<file path="src/hw/rtl/trsd_pkg.sv">
package trsd_pkg;

    // Letter and field widths are fixed by the stream format.
    localparam int SYM_W   = 5;
    localparam int MODE_W  = 2;
    localparam int SEL_W   = 2;
    localparam int CFG_W   = 5;
    localparam int CFG_IDX_W = 2;

    // Item kinds carried on tuser.
    localparam logic [MODE_W-1:0] MODE_DECIPHER = 2'd0;
    localparam logic [MODE_W-1:0] MODE_WRITE    = 2'd1;
    localparam logic [MODE_W-1:0] MODE_RESTART  = 2'd2;

    // Rotor select codes for wiring writes.
    localparam logic [SEL_W-1:0] ROTOR_FAST   = 2'd0;
    localparam logic [SEL_W-1:0] ROTOR_MIDDLE = 2'd1;
    localparam logic [SEL_W-1:0] ROTOR_SLOW   = 2'd2;

    // Configuration register indexes.
    localparam logic [CFG_IDX_W-1:0] CFG_START_FAST   = 2'd0;
    localparam logic [CFG_IDX_W-1:0] CFG_START_MIDDLE = 2'd1;
    localparam logic [CFG_IDX_W-1:0] CFG_START_SLOW   = 2'd2;

    typedef struct packed {
        logic             en;
        logic [SYM_W-1:0] idx;
        logic [SYM_W-1:0] value;
    } t_rotor_wr;

    typedef struct packed {
        logic step;
        logic restart;
    } t_odo_ctl;

endpackage

</file>
<file path="src/hw/rtl/trsd_rotor.sv">
module trsd_rotor
    import trsd_pkg::*;
#(
    parameter int ALPHABET_SIZE = 26
) (
    input  logic             i_clk,
    input  t_rotor_wr        i_wr,
    input  logic [SYM_W-1:0] i_letter,
    input  logic [SYM_W-1:0] i_pos,
    output logic [SYM_W-1:0] o_letter
);

    localparam int IDX_W    = $clog2(ALPHABET_SIZE);
    localparam int SUM_W    = SYM_W + 1;
    localparam int MOD_SPAN = 1 << SUM_W;

    logic [SYM_W-1:0] mod_tab [MOD_SPAN];
    logic [SYM_W-1:0] r_wiring [ALPHABET_SIZE];
    logic [SUM_W-1:0] in_sum;
    logic [SYM_W-1:0] in_idx;
    logic [SYM_W-1:0] looked;
    logic [SUM_W-1:0] out_sum;

    // Constant reduction table for any sum of two letters.
    for (genvar g = 0; g < MOD_SPAN; g++) begin : g_mod
        assign mod_tab[g] = SYM_W'(g % ALPHABET_SIZE);
    end

    // Wiring entries have no reset; writes past the alphabet are dropped.
    always_ff @(posedge i_clk) begin
        if (i_wr.en && ({1'b0, i_wr.idx} < SUM_W'(ALPHABET_SIZE))) begin
            r_wiring[i_wr.idx[IDX_W-1:0]] <= i_wr.value;
        end
    end

    always_comb begin
        in_sum   = SUM_W'(i_letter) + SUM_W'(i_pos);
        in_idx   = mod_tab[in_sum];
        looked   = r_wiring[in_idx[IDX_W-1:0]];
        out_sum  = SUM_W'(looked) + SUM_W'(ALPHABET_SIZE) - SUM_W'(i_pos);
        o_letter = mod_tab[out_sum];
    end

endmodule

</file>
<file path="src/hw/rtl/trsd_odometer.sv">
module trsd_odometer
    import trsd_pkg::*;
#(
    parameter int ALPHABET_SIZE = 26
) (
    input  logic             i_clk,
    input  logic             i_rst_n,
    input  t_odo_ctl         i_ctl,
    input  logic [CFG_W-1:0] i_start_fast,
    input  logic [CFG_W-1:0] i_start_middle,
    input  logic [CFG_W-1:0] i_start_slow,
    output logic [SYM_W-1:0] o_fast,
    output logic [SYM_W-1:0] o_middle,
    output logic [SYM_W-1:0] o_slow
);

    localparam int START_SPAN = 1 << CFG_W;
    localparam int CMP_W      = SYM_W + 1;
    localparam logic [SYM_W-1:0] LAST = SYM_W'(ALPHABET_SIZE - 1);

    logic [SYM_W-1:0] start_tab [START_SPAN];
    logic [SYM_W-1:0] r_fast, r_middle, r_slow;
    logic [SYM_W-1:0] n_fast, n_middle, n_slow;

    for (genvar g = 0; g < START_SPAN; g++) begin : g_start
        assign start_tab[g] = SYM_W'(g % ALPHABET_SIZE);
    end

    always_comb begin
        n_fast   = r_fast;
        n_middle = r_middle;
        n_slow   = r_slow;
        if (i_ctl.restart) begin
            n_fast   = start_tab[i_start_fast];
            n_middle = start_tab[i_start_middle];
            n_slow   = start_tab[i_start_slow];
        end else if (i_ctl.step) begin
            // Odometer carry: each rotor moves when the one below wraps.
            if (r_fast == LAST) begin
                n_fast = '0;
                if (r_middle == LAST) begin
                    n_middle = '0;
                    n_slow   = (r_slow == LAST) ? '0 : r_slow + 1'b1;
                end else begin
                    n_middle = r_middle + 1'b1;
                end
            end else begin
                n_fast = r_fast + 1'b1;
            end
        end
    end

    always_ff @(posedge i_clk) begin
        if (!i_rst_n) begin
            r_fast   <= '0;
            r_middle <= '0;
            r_slow   <= '0;
        end else begin
            r_fast   <= n_fast;
            r_middle <= n_middle;
            r_slow   <= n_slow;
        end
    end

    assign o_fast   = r_fast;
    assign o_middle = r_middle;
    assign o_slow   = r_slow;

    a_pos_in_range: assert property (@(posedge i_clk) disable iff (!i_rst_n)
        ({1'b0, r_fast} < CMP_W'(ALPHABET_SIZE)) && ({1'b0, r_middle} < CMP_W'(ALPHABET_SIZE))
        && ({1'b0, r_slow} < CMP_W'(ALPHABET_SIZE)))
        else $error("rotor position outside the alphabet");

    a_fast_wrap: assert property (@(posedge i_clk) disable iff (!i_rst_n)
        (i_ctl.step && !i_ctl.restart && r_fast == LAST) |=> (r_fast == '0))
        else $error("fast rotor did not wrap");

    a_middle_hold: assert property (@(posedge i_clk) disable iff (!i_rst_n)
        (!i_ctl.step && !i_ctl.restart) |=> $stable(r_middle) && $stable(r_slow))
        else $error("rotor moved without a step or restart");

endmodule

</file>
<file path="src/hw/rtl/three_rotor_substitution_decrypt_unit.sv">
// Three-rotor substitution decipher.
// Input stream: one word per item. tuser holds the item kind: decipher a
// letter, write one wiring entry of a rotor, or restart the rotor positions
// from the start registers. Only a decipher word produces an output word.
// The three wiring tables must be loaded before letters that use them are
// deciphered; their contents are undefined after reset.
// Configuration: the start positions are written through the write port; the
// user must write them only while the stream is idle, and the block itself
// leaves this unchecked. They take effect at the next restart word. A word is
// captured in the input register, passes the three rotors combinationally, and
// its result is captured in the output register, which drives o_m_tvalid.
// Throughput: one word per cycle while the receiver does not stall. The cycle
// is set by the chain of three rotor passes (add, reduce, table read, subtract,
// reduce) between the input register and the output register.
// Reset clears the rotor positions, start registers and both valid flags.
// When the receiver stalls, the output word holds and the input register
// still takes one more word; non-decipher words keep draining meanwhile.
module three_rotor_substitution_decrypt_unit
    import trsd_pkg::*;
#(
    parameter int ALPHABET_SIZE = 26
) (
    input  logic                 i_clk,
    input  logic                 i_rst_n,
    input  logic                 i_cfg_we,
    input  logic [CFG_IDX_W-1:0] i_cfg_index,
    input  logic [CFG_W-1:0]     i_cfg_data,
    input  logic                 i_s_tvalid,
    output logic                 o_s_tready,
    // [4:0] symbol, [6:5] rotor_select, [11:7] entry_index, [16:12] entry_value
    input  logic [23:0]          i_s_tdata,
    // [1:0] mode
    input  logic [MODE_W-1:0]    i_s_tuser,
    output logic                 o_m_tvalid,
    input  logic                 i_m_tready,
    // [4:0] plain_symbol
    output logic [7:0]           o_m_tdata
);

    logic [CFG_W-1:0]  r_start_fast, r_start_middle, r_start_slow;
    logic              r_in_valid;
    logic [MODE_W-1:0] r_in_mode;
    logic [SYM_W-1:0]  r_in_symbol;
    logic [SEL_W-1:0]  r_in_sel;
    logic [SYM_W-1:0]  r_in_idx;
    logic [SYM_W-1:0]  r_in_value;
    logic              r_out_valid;
    logic [SYM_W-1:0]  r_out_symbol;

    logic              out_free;
    logic              advance;
    logic              is_decipher;
    logic              is_write;
    logic              in_take;
    t_rotor_wr         wr_fast, wr_middle, wr_slow;
    t_odo_ctl          odo_ctl;
    logic [SYM_W-1:0]  pos_fast, pos_middle, pos_slow;
    logic [SYM_W-1:0]  after_slow, after_middle, after_fast;

    always_ff @(posedge i_clk) begin
        if (!i_rst_n) begin
            r_start_fast   <= '0;
            r_start_middle <= '0;
            r_start_slow   <= '0;
        end else if (i_cfg_we) begin
            case (i_cfg_index)
                CFG_START_FAST:   r_start_fast   <= i_cfg_data;
                CFG_START_MIDDLE: r_start_middle <= i_cfg_data;
                CFG_START_SLOW:   r_start_slow   <= i_cfg_data;
                default: ;
            endcase
        end
    end

    // A decipher word needs room at the output; other words leave at once.
    always_comb begin
        is_decipher = (r_in_mode == MODE_DECIPHER);
        is_write    = (r_in_mode == MODE_WRITE);
        out_free    = !r_out_valid || i_m_tready;
        advance     = r_in_valid && (!is_decipher || out_free);
        o_s_tready  = !r_in_valid || advance;
        in_take     = i_s_tvalid && o_s_tready;

        wr_fast.en      = advance && is_write && (r_in_sel == ROTOR_FAST);
        wr_fast.idx     = r_in_idx;
        wr_fast.value   = r_in_value;
        wr_middle.en    = advance && is_write && (r_in_sel == ROTOR_MIDDLE);
        wr_middle.idx   = r_in_idx;
        wr_middle.value = r_in_value;
        wr_slow.en      = advance && is_write && (r_in_sel == ROTOR_SLOW);
        wr_slow.idx     = r_in_idx;
        wr_slow.value   = r_in_value;

        odo_ctl.step    = advance && is_decipher;
        odo_ctl.restart = advance && (r_in_mode == MODE_RESTART);
    end

    always_ff @(posedge i_clk) begin
        if (!i_rst_n) begin
            r_in_valid  <= 1'b0;
            r_out_valid <= 1'b0;
        end else begin
            if (o_s_tready) begin
                r_in_valid <= i_s_tvalid;
            end
            if (out_free) begin
                r_out_valid <= advance && is_decipher;
            end
        end
    end

    always_ff @(posedge i_clk) begin
        if (in_take) begin
            r_in_mode   <= i_s_tuser;
            r_in_symbol <= i_s_tdata[4:0];
            r_in_sel    <= i_s_tdata[6:5];
            r_in_idx    <= i_s_tdata[11:7];
            r_in_value  <= i_s_tdata[16:12];
        end
        if (out_free) begin
            r_out_symbol <= after_fast;
        end
    end

    trsd_odometer #(
        .ALPHABET_SIZE(ALPHABET_SIZE)
    ) u_odometer (
        .i_clk         (i_clk),
        .i_rst_n       (i_rst_n),
        .i_ctl         (odo_ctl),
        .i_start_fast  (r_start_fast),
        .i_start_middle(r_start_middle),
        .i_start_slow  (r_start_slow),
        .o_fast        (pos_fast),
        .o_middle      (pos_middle),
        .o_slow        (pos_slow)
    );

    // The letter runs slow, then middle, then fast.
    trsd_rotor #(
        .ALPHABET_SIZE(ALPHABET_SIZE)
    ) u_rotor_slow (
        .i_clk   (i_clk),
        .i_wr    (wr_slow),
        .i_letter(r_in_symbol),
        .i_pos   (pos_slow),
        .o_letter(after_slow)
    );

    trsd_rotor #(
        .ALPHABET_SIZE(ALPHABET_SIZE)
    ) u_rotor_middle (
        .i_clk   (i_clk),
        .i_wr    (wr_middle),
        .i_letter(after_slow),
        .i_pos   (pos_middle),
        .o_letter(after_middle)
    );

    trsd_rotor #(
        .ALPHABET_SIZE(ALPHABET_SIZE)
    ) u_rotor_fast (
        .i_clk   (i_clk),
        .i_wr    (wr_fast),
        .i_letter(after_middle),
        .i_pos   (pos_fast),
        .o_letter(after_fast)
    );

    assign o_m_tvalid = r_out_valid;
    assign o_m_tdata  = {{(8 - SYM_W){1'b0}}, r_out_symbol};

    a_result_follows: assert property (@(posedge i_clk) disable iff (!i_rst_n)
        (advance && is_decipher) |=> r_out_valid)
        else $error("deciphered word did not reach the output register");

endmodule
</file>
<file path="config.mk">
export PLATFORM = sky130hd
export DESIGN_NAME = three_rotor_substitution_decrypt_unit
export DESIGN_NICKNAME = d
export VERILOG_FILES = /design/src/hw/rtl/trsd_pkg.sv /design/src/hw/rtl/trsd_rotor.sv /design/src/hw/rtl/trsd_odometer.sv /design/src/hw/rtl/three_rotor_substitution_decrypt_unit.sv
export SDC_FILE = /design/constraint.sdc
export NUM_CORES = 1
export LEC_CHECK = 0
export BUFFER_PORTS_ARGS = -buffer_cell sky130_fd_sc_hd__buf_2
export CAP_MARGIN = 15
export CORE_AREA = 2 2 252 254
export DETAILED_ROUTE_END_ITERATION = 7
export DIE_AREA = 0 0 254 256
export GPL_ROUTABILITY_DRIVEN = 0
export SETUP_SLACK_MARGIN = 0.2
export SLEW_MARGIN = 20
export SYNTH_ARGS = -nofsm -noshare
export SYNTH_HDL_FRONTEND = slang
export SYNTH_HIERARCHICAL = 1
export SYNTH_SLANG_ARGS = --single-unit
</file>
<file path="constraint.sdc">
create_clock -name i_clk -period 21.1 [get_ports i_clk]
set_input_delay 1.055 -clock i_clk [delete_from_list [all_inputs] [get_ports i_clk]]
set_output_delay 1.055 -clock i_clk [all_outputs]
set_load 0.02 [all_outputs]
</file>
==> results of run 1 <==
[critical path: cells and delay by family (launching register included)]
kind	cells	cell delay, ps
AO/OA/AOI/OAI	18	3410
XOR/XNOR	5	1920
multiplexers	3	990
flip-flops	1	510
adder cells (fa/ha/maj)	15	5440
AND/OR/NAND/NOR	17	4710
buffers and inverters	13	1190
[final timing paths]
| check | startpoint | end | slack (ps) | cells after the start |
|---|---|---|---|---|
| max | u_odometer/o_slow[0] | r_out_symbol[3] | 2570 | 71 |
| min | r_start_slow[0] | r_start_slow[0] | 470 | 2 |
| max reg2reg | u_odometer/o_slow[0] | r_out_symbol[3] | 2570 | 71 |
| min reg2reg | r_start_slow[0] | r_start_slow[0] | 470 | 2 |
[per-stage QoR]
stage                     hold WS (ps)  cells   util  setup WS [ps]  instance area [um^2]
after floorplan                    435   1549      -           6310                 21600
after global placement             458   2381  0.362           2990                 22600
after detailed placement           454   2381  0.362           2720                 22600
after CTS                          471   2463  0.385           2660                 24000
after global routing               492   2465  0.385           1140                 24000
final                              470   2465  0.385           2570                 24000
[synth_stat cells, types with 10 or more instances]
cell type,instances
a211oi_1,11
a21o_1,14
a21oi_1,55
a31oi_1,10
buf_2,23
clkbuf_1,26
dfxtp_1,32
edfxtp_1,414
ha_1,54
inv_1,72
mux2_2,16
mux2i_1,59
mux4_1,10
mux4_2,48
nand2_1,98
nand2b_1,13
nand3_1,41
nand4_1,14
nor2_1,135
nor2b_1,19
nor3_1,21
nor4_1,12
o211ai_1,16
o21ai_0,38
o22ai_1,18
xnor2_1,12
xor2_1,13
[per-layer routing]
metal | global-route usage | part of all wire
met1 | 0.197 | 0.45
met2 | 0.233 | 0.47
met3 | 0.0290 | 0.058
met4 | 0.0444 | 0.023
met5 | 0 | 0.00093
[cell families (layout without fill, tap and decap cells)]
| kind of cell | count (synthesis) | after routing | synth area share |
|---|---|---|---|
| other cells | 1 | 5 | 0.000174 |
| buf+inv | 138 | 206 | 0.0297 |
| xor+xnor | 30 | 30 | 0.0150 |
| flops | 446 | 446 | 0.606 |
| mux | 135 | 135 | 0.0993 |
| simple gates | 437 | 437 | 0.106 |
| compound gates | 297 | 297 | 0.106 |
| fa+ha+maj | 63 | 63 | 0.0383 |
[cell usage in the layout, fill, tap and decap left out, types with 14 or more instances in the layout]
| master | netlist | layout |
|---|---|---|
| dfxtp_1 | 32 | 32 |
| a21oi_1 | 55 | 55 |
| inv_1 | 72 | 72 |
| nand2_1 | 98 | 98 |
| nor2_1 | 135 | 134 |
| o211ai_1 | 16 | 16 |
| buf_2 | 23 | 37 |
| mux2_2 | 16 | 16 |
| mux2i_1 | 59 | 59 |
| buf_4 | 5 | 14 |
| mux4_2 | 48 | 48 |
| o21ai_0 | 38 | 38 |
| nor2b_1 | 19 | 19 |
| o22ai_1 | 18 | 18 |
| ha_1 | 54 | 51 |
| nand3_1 | 41 | 41 |
| a21o_1 | 14 | 14 |
| nand4_1 | 14 | 14 |
| nor3_1 | 21 | 21 |
| clkbuf_16 | 0 | 45 |
| edfxtp_1 | 414 | 414 |
[final cells by class]
class | count | area (um^2)
Fill cell | 5857 | 38300
Sequential cell | 446 | 13100
Multi-Input combinational cell | 965 | 7900
Clock buffer | 50 | 1140
Tap cell | 846 | 1060
Clock inverter | 32 | 300
Timing Repair Buffer | 51 | 290
Inverter | 73 | 274
Antenna cell | 2 | 5.00
[state kept, by name (all words and copies together) (netlist names), 5 cells and up]
name and flops:
u_rotor_slow/r_wiring 130, u_odometer/o_slow 5, u_odometer/o_fast 5, u_rotor_fast/r_wiring 130, r_start_middle 5, r_in_idx 5
r_out_symbol 5, u_odometer/o_middle 5, u_rotor_middle/r_wiring 130, r_in_symbol 5, r_start_slow 5, r_start_fast 5
r_in_value 5
==> metrics, run 1 <==
Clock Path Buffers=3; Root Buffer=clkbuf_16; io pins=48; CP Class=register to register; DR pass1 iterations=5; P&R area growth vs syn=11.4%; top cell type's share of synthesized area=0.576; via count=13100; CTS tree=yes; worst-path fanout max=40; Crit path top cell by count=inv_1; post-DP HPWL=30800 um; Clock Pin Slew Worst Setup and Hold Paths=70 ps; top post-synthesis cells by area=edfxtp_1 58%, mux4_2 5.0%, ha_1 3.1%; Cell Area, Synth=21600 um^2; Worst path max stage delay=780 ps; Worst EP arrival=18850 ps; TritonCTS Buffers=45; largest net degree at the start of global routing=79; required time worst endpoint=21420 ps; Die Ht=256 um; Synth cell types=109; Die W=254 um; YS warnings=6; Initial Utilization=0.346; worst skew pair latency=580 ps; Hold Violations, Final=0; max-cap check violation count=0; predominant post-synthesis flop cell=edfxtp_1; full die area=65000 um^2; core area=62400 um^2; row cnt=92; Startpoint Class=register; Vias/cell=5.33; status=finished clean; post_cts resized=0; Async SR Flop Fraction=0; vias in the first global route=13100; fin crit share=0.878; Tot GR Track Use=0.145; Tmin final=18530 ps; # setup viols final=0; count of buffers from port buffering=37; drc violations=0; post-route ant nets=0; count of pins over their slew limit=0; Synth Instances=1547; Seq cells post-synth=446; Clock Sinks=446; syn avg cell area=14.0 um^2; DR WL/cell=19.1 um; initial DRC count=1144; initial antenna violation count=5; total congestion overflow=0; Critical Path Sink Type=register; hold-fix buffers at CTS=0; Final Skew=17.1 ps; unrepaired setup endpoints after global routing=false; slowest stage cell, crit path=fa_1; first-pass GRT wire length=73700 um; Worst slew margin=0.273; Final nets=1680; Routed WL=47100 um; Post-synth EDFFs=414; sequential area share after synthesis=0.606; TNS Setup=0 ps; maximum clock rate=0.0540 GHz; Min-Delay Path Class=register to register; H-tree Lvls=2; fraction of final layout cells sized beyond drive strength 1=0.154; Worst Max-Slew Pin Slew=1090 ps; biggest area consumer among synthesized cells=edfxtp_1; Post CTS Setup Buffer Count=0
Power of run 1 is left out: the tool's default activity adds up to more than one toggle a clock period on the data nets, which glitch-free logic cannot reach.
==> run 2: changes to the inputs <==
--- a/config.mk
+++ b/config.mk
@@ -7,10 +7,11 @@
 export LEC_CHECK = 0
 export BUFFER_PORTS_ARGS = -buffer_cell sky130_fd_sc_hd__buf_2
 export CAP_MARGIN = 15
-export CORE_AREA = 2 2 252 254
+export CORE_AREA = 2 2 233 235
 export DETAILED_ROUTE_END_ITERATION = 7
-export DIE_AREA = 0 0 254 256
+export DIE_AREA = 0 0 235 237
 export GPL_ROUTABILITY_DRIVEN = 0
+export PLACE_DENSITY_LB_ADDON = 0.2
 export SETUP_SLACK_MARGIN = 0.2
 export SLEW_MARGIN = 20
 export SYNTH_ARGS = -nofsm -noshare
==> run 2 against run 1 <==
Final cell count is 5.8% lower; first-iteration DRC count is 8.0% lower; fmax barely moved; clock-buffer cell count increased by 13; critical path depth unchanged.
==> metrics, run 2 (same netlist as run 1, synthesis figures left out) <==
DR WL/cell=20.6 um; most frequent cells in the layout=414 x edfxtp_1, 134 x nor2_1, 98 x nand2_1; status=finished clean; crit path capture=r_out_symbol[3]; max-cap check violation count=0; full die area=55700 um^2; Critical Path Sink Type=register; count of pins over their slew limit=0; initial antenna violation count=0; Tot GR Track Use=0.171; Clock Pin Slew Worst Setup and Hold Paths=60 ps; Worst slew margin=0.414; DR pass1 iterations=5; via count=13100; commonest non-fill, non-tap cell in the layout=edfxtp_1; R2R depth=71; Initial Utilization=0.405; row cnt=85; initial DRC count=1053; hold-fix buffers at CTS=0; worst-path fanout max=40; H-tree Lvls=2; Final Skew=16.3 ps; Min-Delay Path Class=register to register; Clock Sinks=446; first-pass GRT wire length=74800 um; pre-CTS setup slack=2570 ps; reg2reg setup slack=2570 ps; slowest stage cell, crit path=fa_1; core area=53300 um^2; Worst Max-Slew Pin Slew=879 ps; r2r endpoint=r_out_symbol[3]; largest net degree at the start of global routing=79; post-DP HPWL=31200 um; post_cts resized=0; Die Ht=237 um; P&R area growth vs syn=11.6%; CTS tree=yes; post-route ant nets=0; Final nets=1686; io pins=48; Worst EP arrival=18870 ps; fraction of final layout cells sized beyond drive strength 1=0.156; worst skew pair latency=580 ps; Post CTS Setup Buffer Count=0; Crit path top cell by count=inv_1; required time worst endpoint=21430 ps; count of buffers from port buffering=37; Die W=235 um; number of fillers in the final layout=4662; Startpoint Class=register; Clock Path Buffers=3; drc violations=0; multi-input logic area=7900 um^2; Hold Violations, Final=0; maximum clock rate=0.0540 GHz; Vias/cell=5.65; fin crit share=0.878; RR Startpoint=u_odometer/o_slow[0]; post-layout worst setup margin=2570 ps; Post-Layout Cell Count=2322; CP Class=register to register; Root Buffer=clkbuf_16; Worst path max stage delay=800 ps; critical path startpoint=u_odometer/o_slow[0]; # setup viols final=0; total congestion overflow=0; TritonCTS Buffers=49; Tmin final=18530 ps; unrepaired setup endpoints after global routing=false; register area=13100 um^2; Routed WL=47900 um; Final Hold Slack=469 ps; dpl cells=2233; # diodes=0; vias in the first global route=13100; TNS Setup=0 ps
[run 2: final cells by class]
cell class,instances,area share
clock buffers,63,0.0576
clock inverters,26,0.0120
inverters,73,0.0114
multi-input cells,965,0.328
flip-flops and latches,446,0.543
well taps,696,0.0361
repair buffers,53,0.0127
[run 2: worst max-delay path, delay by kind of cell, from the launching register on]
| kind | cells | cell delay, ps |
|---|---|---|
| compound gates | 18 | 3280 |
| xor+xnor | 5 | 1910 |
| fa+ha+maj | 16 | 5830 |
| buf+inv | 13 | 1200 |
| flops | 1 | 510 |
| mux | 3 | 1040 |
| simple gates | 16 | 4480 |
[run 2: layer usage]
metal,track usage,wire length [um],part of all wire
met5,0,0,0
met3,0.0377,2900,0.061
met1,0.238,21900,0.46
met2,0.269,21900,0.46
met4,0.0529,1240,0.026
[run 2: how the worst min path moves through the flow]
| stage | from | cells after the start | end |
|---|---|---|---|
| 4_1_cts | r_start_middle[0] | 2 | r_start_middle[0] |
| 2_1_floorplan | r_start_fast[0] | 2 | r_start_fast[0] |
| 3_5_place_dp | r_start_middle[0] | 2 | r_start_middle[0] |
| 6_report | r_start_middle[0] | 2 | r_start_middle[0] |
| 5_1_grt | r_start_middle[0] | 2 | r_start_middle[0] |
| 3_3_place_gp | r_start_slow[0] | 2 | r_start_slow[0] |
[run 2: per-stage QoR]
stage,area (um^2),util
floorplan,21600,-
global placement,22400,0.421
detailed placement,22400,0.421
CTS,24100,0.452
global route,24100,0.452
finish,24100,0.452
Power of run 2 is left out for the same reason.
==> run 3: changes to the inputs <==
==> constraint.sdc (replaced) <==
create_clock -name i_clk -period 21.1 [get_ports i_clk]
set_input_delay 2.11 -clock i_clk [delete_from_list [all_inputs] [get_ports i_clk]]
set_output_delay 2.11 -clock i_clk [all_outputs]
set_load 0.02 [all_outputs]
==> run 3 against run 2 <==
Critical endpoint unchanged; core utilization fell by 0.070 points; non-clock buffer count stayed put; fmax decreased by 1.6%; worst hold slack gained 4.6 ps; clock-buffer cell count is 7 lower; wire length grew 0.45%; sequential cell count did not move; clock skew up 3.0 ps; final area decreased by 0.16%; register-to-register slack worse by 290 ps.
==> metrics, run 3 (same netlist as run 1, synthesis figures left out) <==
Tot GR Track Use=0.173; DR pass1 iterations=6; Hold Crit Start=r_start_fast[0]; fin crit share=0.892; post-DP HPWL=31300 um; Crit path top cell by count=inv_1; Critical Path Sink Type=register; reg2reg setup slack=2270 ps; most frequent cells in the layout=414 x edfxtp_1, 134 x nor2_1, 98 x nand2_1; Initial Utilization=0.405; commonest non-fill, non-tap cell in the layout=edfxtp_1; count of buffers from port buffering=37; hold path depth=2; Final Skew=19.3 ps; first-pass GRT wire length=75400 um; initial antenna violation count=0; worst skew pair latency=580 ps; Routed WL=48100 um; Clock Pin Slew Worst Setup and Hold Paths=60 ps; Die W=235 um; Worst Max-Slew Pin Slew=893 ps; initial DRC count=1186; maximum clock rate=0.0531 GHz; post-route ant nets=0; r2r endpoint=r_out_symbol[3]; max-cap check violation count=0; worst-path fanout max=40; Root Buffer=clkbuf_16; post_cts resized=0; unrepaired setup endpoints after global routing=false; largest net degree at the start of global routing=79; TritonCTS Buffers=48; Final nets=1685; status=finished clean; slowest stage cell, crit path=fa_1; Vias/cell=5.66; row cnt=85; Post CTS Setup Buffer Count=0; P&R area growth vs syn=11.4%; full die area=55700 um^2; number of fillers in the final layout=4668; required time worst endpoint=21440 ps; Hold Violations, Final=0; RR Startpoint=u_odometer/o_slow[0]; io pins=48; CTS tree=yes; Tmin final=18830 ps; Worst slew margin=0.405; # diodes=0; Die Ht=237 um; DR WL/cell=20.7 um; vias in the first global route=13200; Worst EP arrival=19160 ps; Startpoint Class=register; # setup viols final=0; CP Class=register to register; hold-fix buffers at CTS=0; total congestion overflow=0; Clock Sinks=446; Min-Delay Path Class=register to register; Clock Path Buffers=3; fraction of final layout cells sized beyond drive strength 1=0.157; drc violations=0; TNS Setup=0 ps; H-tree Lvls=2; count of pins over their slew limit=0; fin util=0.451; core area=53300 um^2; via count=13100; R2R depth=69; hold endpoint=r_start_fast[0]; Worst path max stage delay=800 ps
-- run 3: changes by cell type in the layout (fill, tap and decap cells not counted), sizes merged --
cell      before  now
clkinvlp       2    4
clkinv        15   17
inv           76   77
clkbuf        63   56
bufinv         6    8
-- run 3: layout make-up --
class	instances	area, um^2	share of cell area
flip-flops and latches	446	13100	0.543
multi-input cells	965	7900	0.328
clock buffers	56	1250	0.0521
well taps	696	871	0.0362
clock inverters	33	387	0.0161
repair buffers	53	305	0.0127
inverters	73	274	0.0114
-- run 3: how the worst max path moves through the flow --
stage | start | to | slack (ps) | cells past startpoint
floorplan | u_odometer/o_slow[0] | r_out_symbol[3] | 6310 | 77
global placement | u_odometer/o_slow[0] | r_out_symbol[3] | 2870 | 71
detailed placement | u_odometer/o_slow[0] | r_out_symbol[3] | 2520 | 69
CTS | u_odometer/o_slow[0] | r_out_symbol[3] | 2410 | 69
global route | u_odometer/o_slow[0] | r_out_symbol[3] | 840 | 69
finish | u_odometer/o_slow[0] | r_out_symbol[3] | 2270 | 69
-- run 3: routing by layer --
metal | up-vias | GRT usage | routed length [um]
met5 | - | 0 | 0
met4 | 0 | 0.0468 | 992
met3 | 64 | 0.0361 | 3090
met2 | 365 | 0.276 | 22200
met1 | 6582 | 0.241 | 21800
li1 | 6133 | - | -
-- run 3: stage by stage --
step | instances | area [um^2] | worst slack (ps) | hold slack (ps)
6_report | 2322 | 24100 | 2270 | 473
5_1_grt | 2322 | 24100 | 839 | 488
4_1_cts | 2322 | 24100 | 2410 | 473
3_5_place_dp | 2233 | 22400 | 2520 | 461
3_3_place_gp | 2233 | 22400 | 2870 | 456
2_1_floorplan | 1549 | 21600 | 6310 | 435
-- run 3: critical path: cells and delay by family (launching register included) --
| kind | cells | cell delay (ps) |
|---|---|---|
| buffers and inverters | 12 | 1170 |
| adders and majority gates | 14 | 5170 |
| and+or+nand+nor | 17 | 5010 |
| muxes | 3 | 1010 |
| DFF | 1 | 520 |
| xor gates and xnor gates | 5 | 2000 |
| AOI/OAI and AO/OA | 18 | 3650 |
Power of run 3 is left out for the same reason.
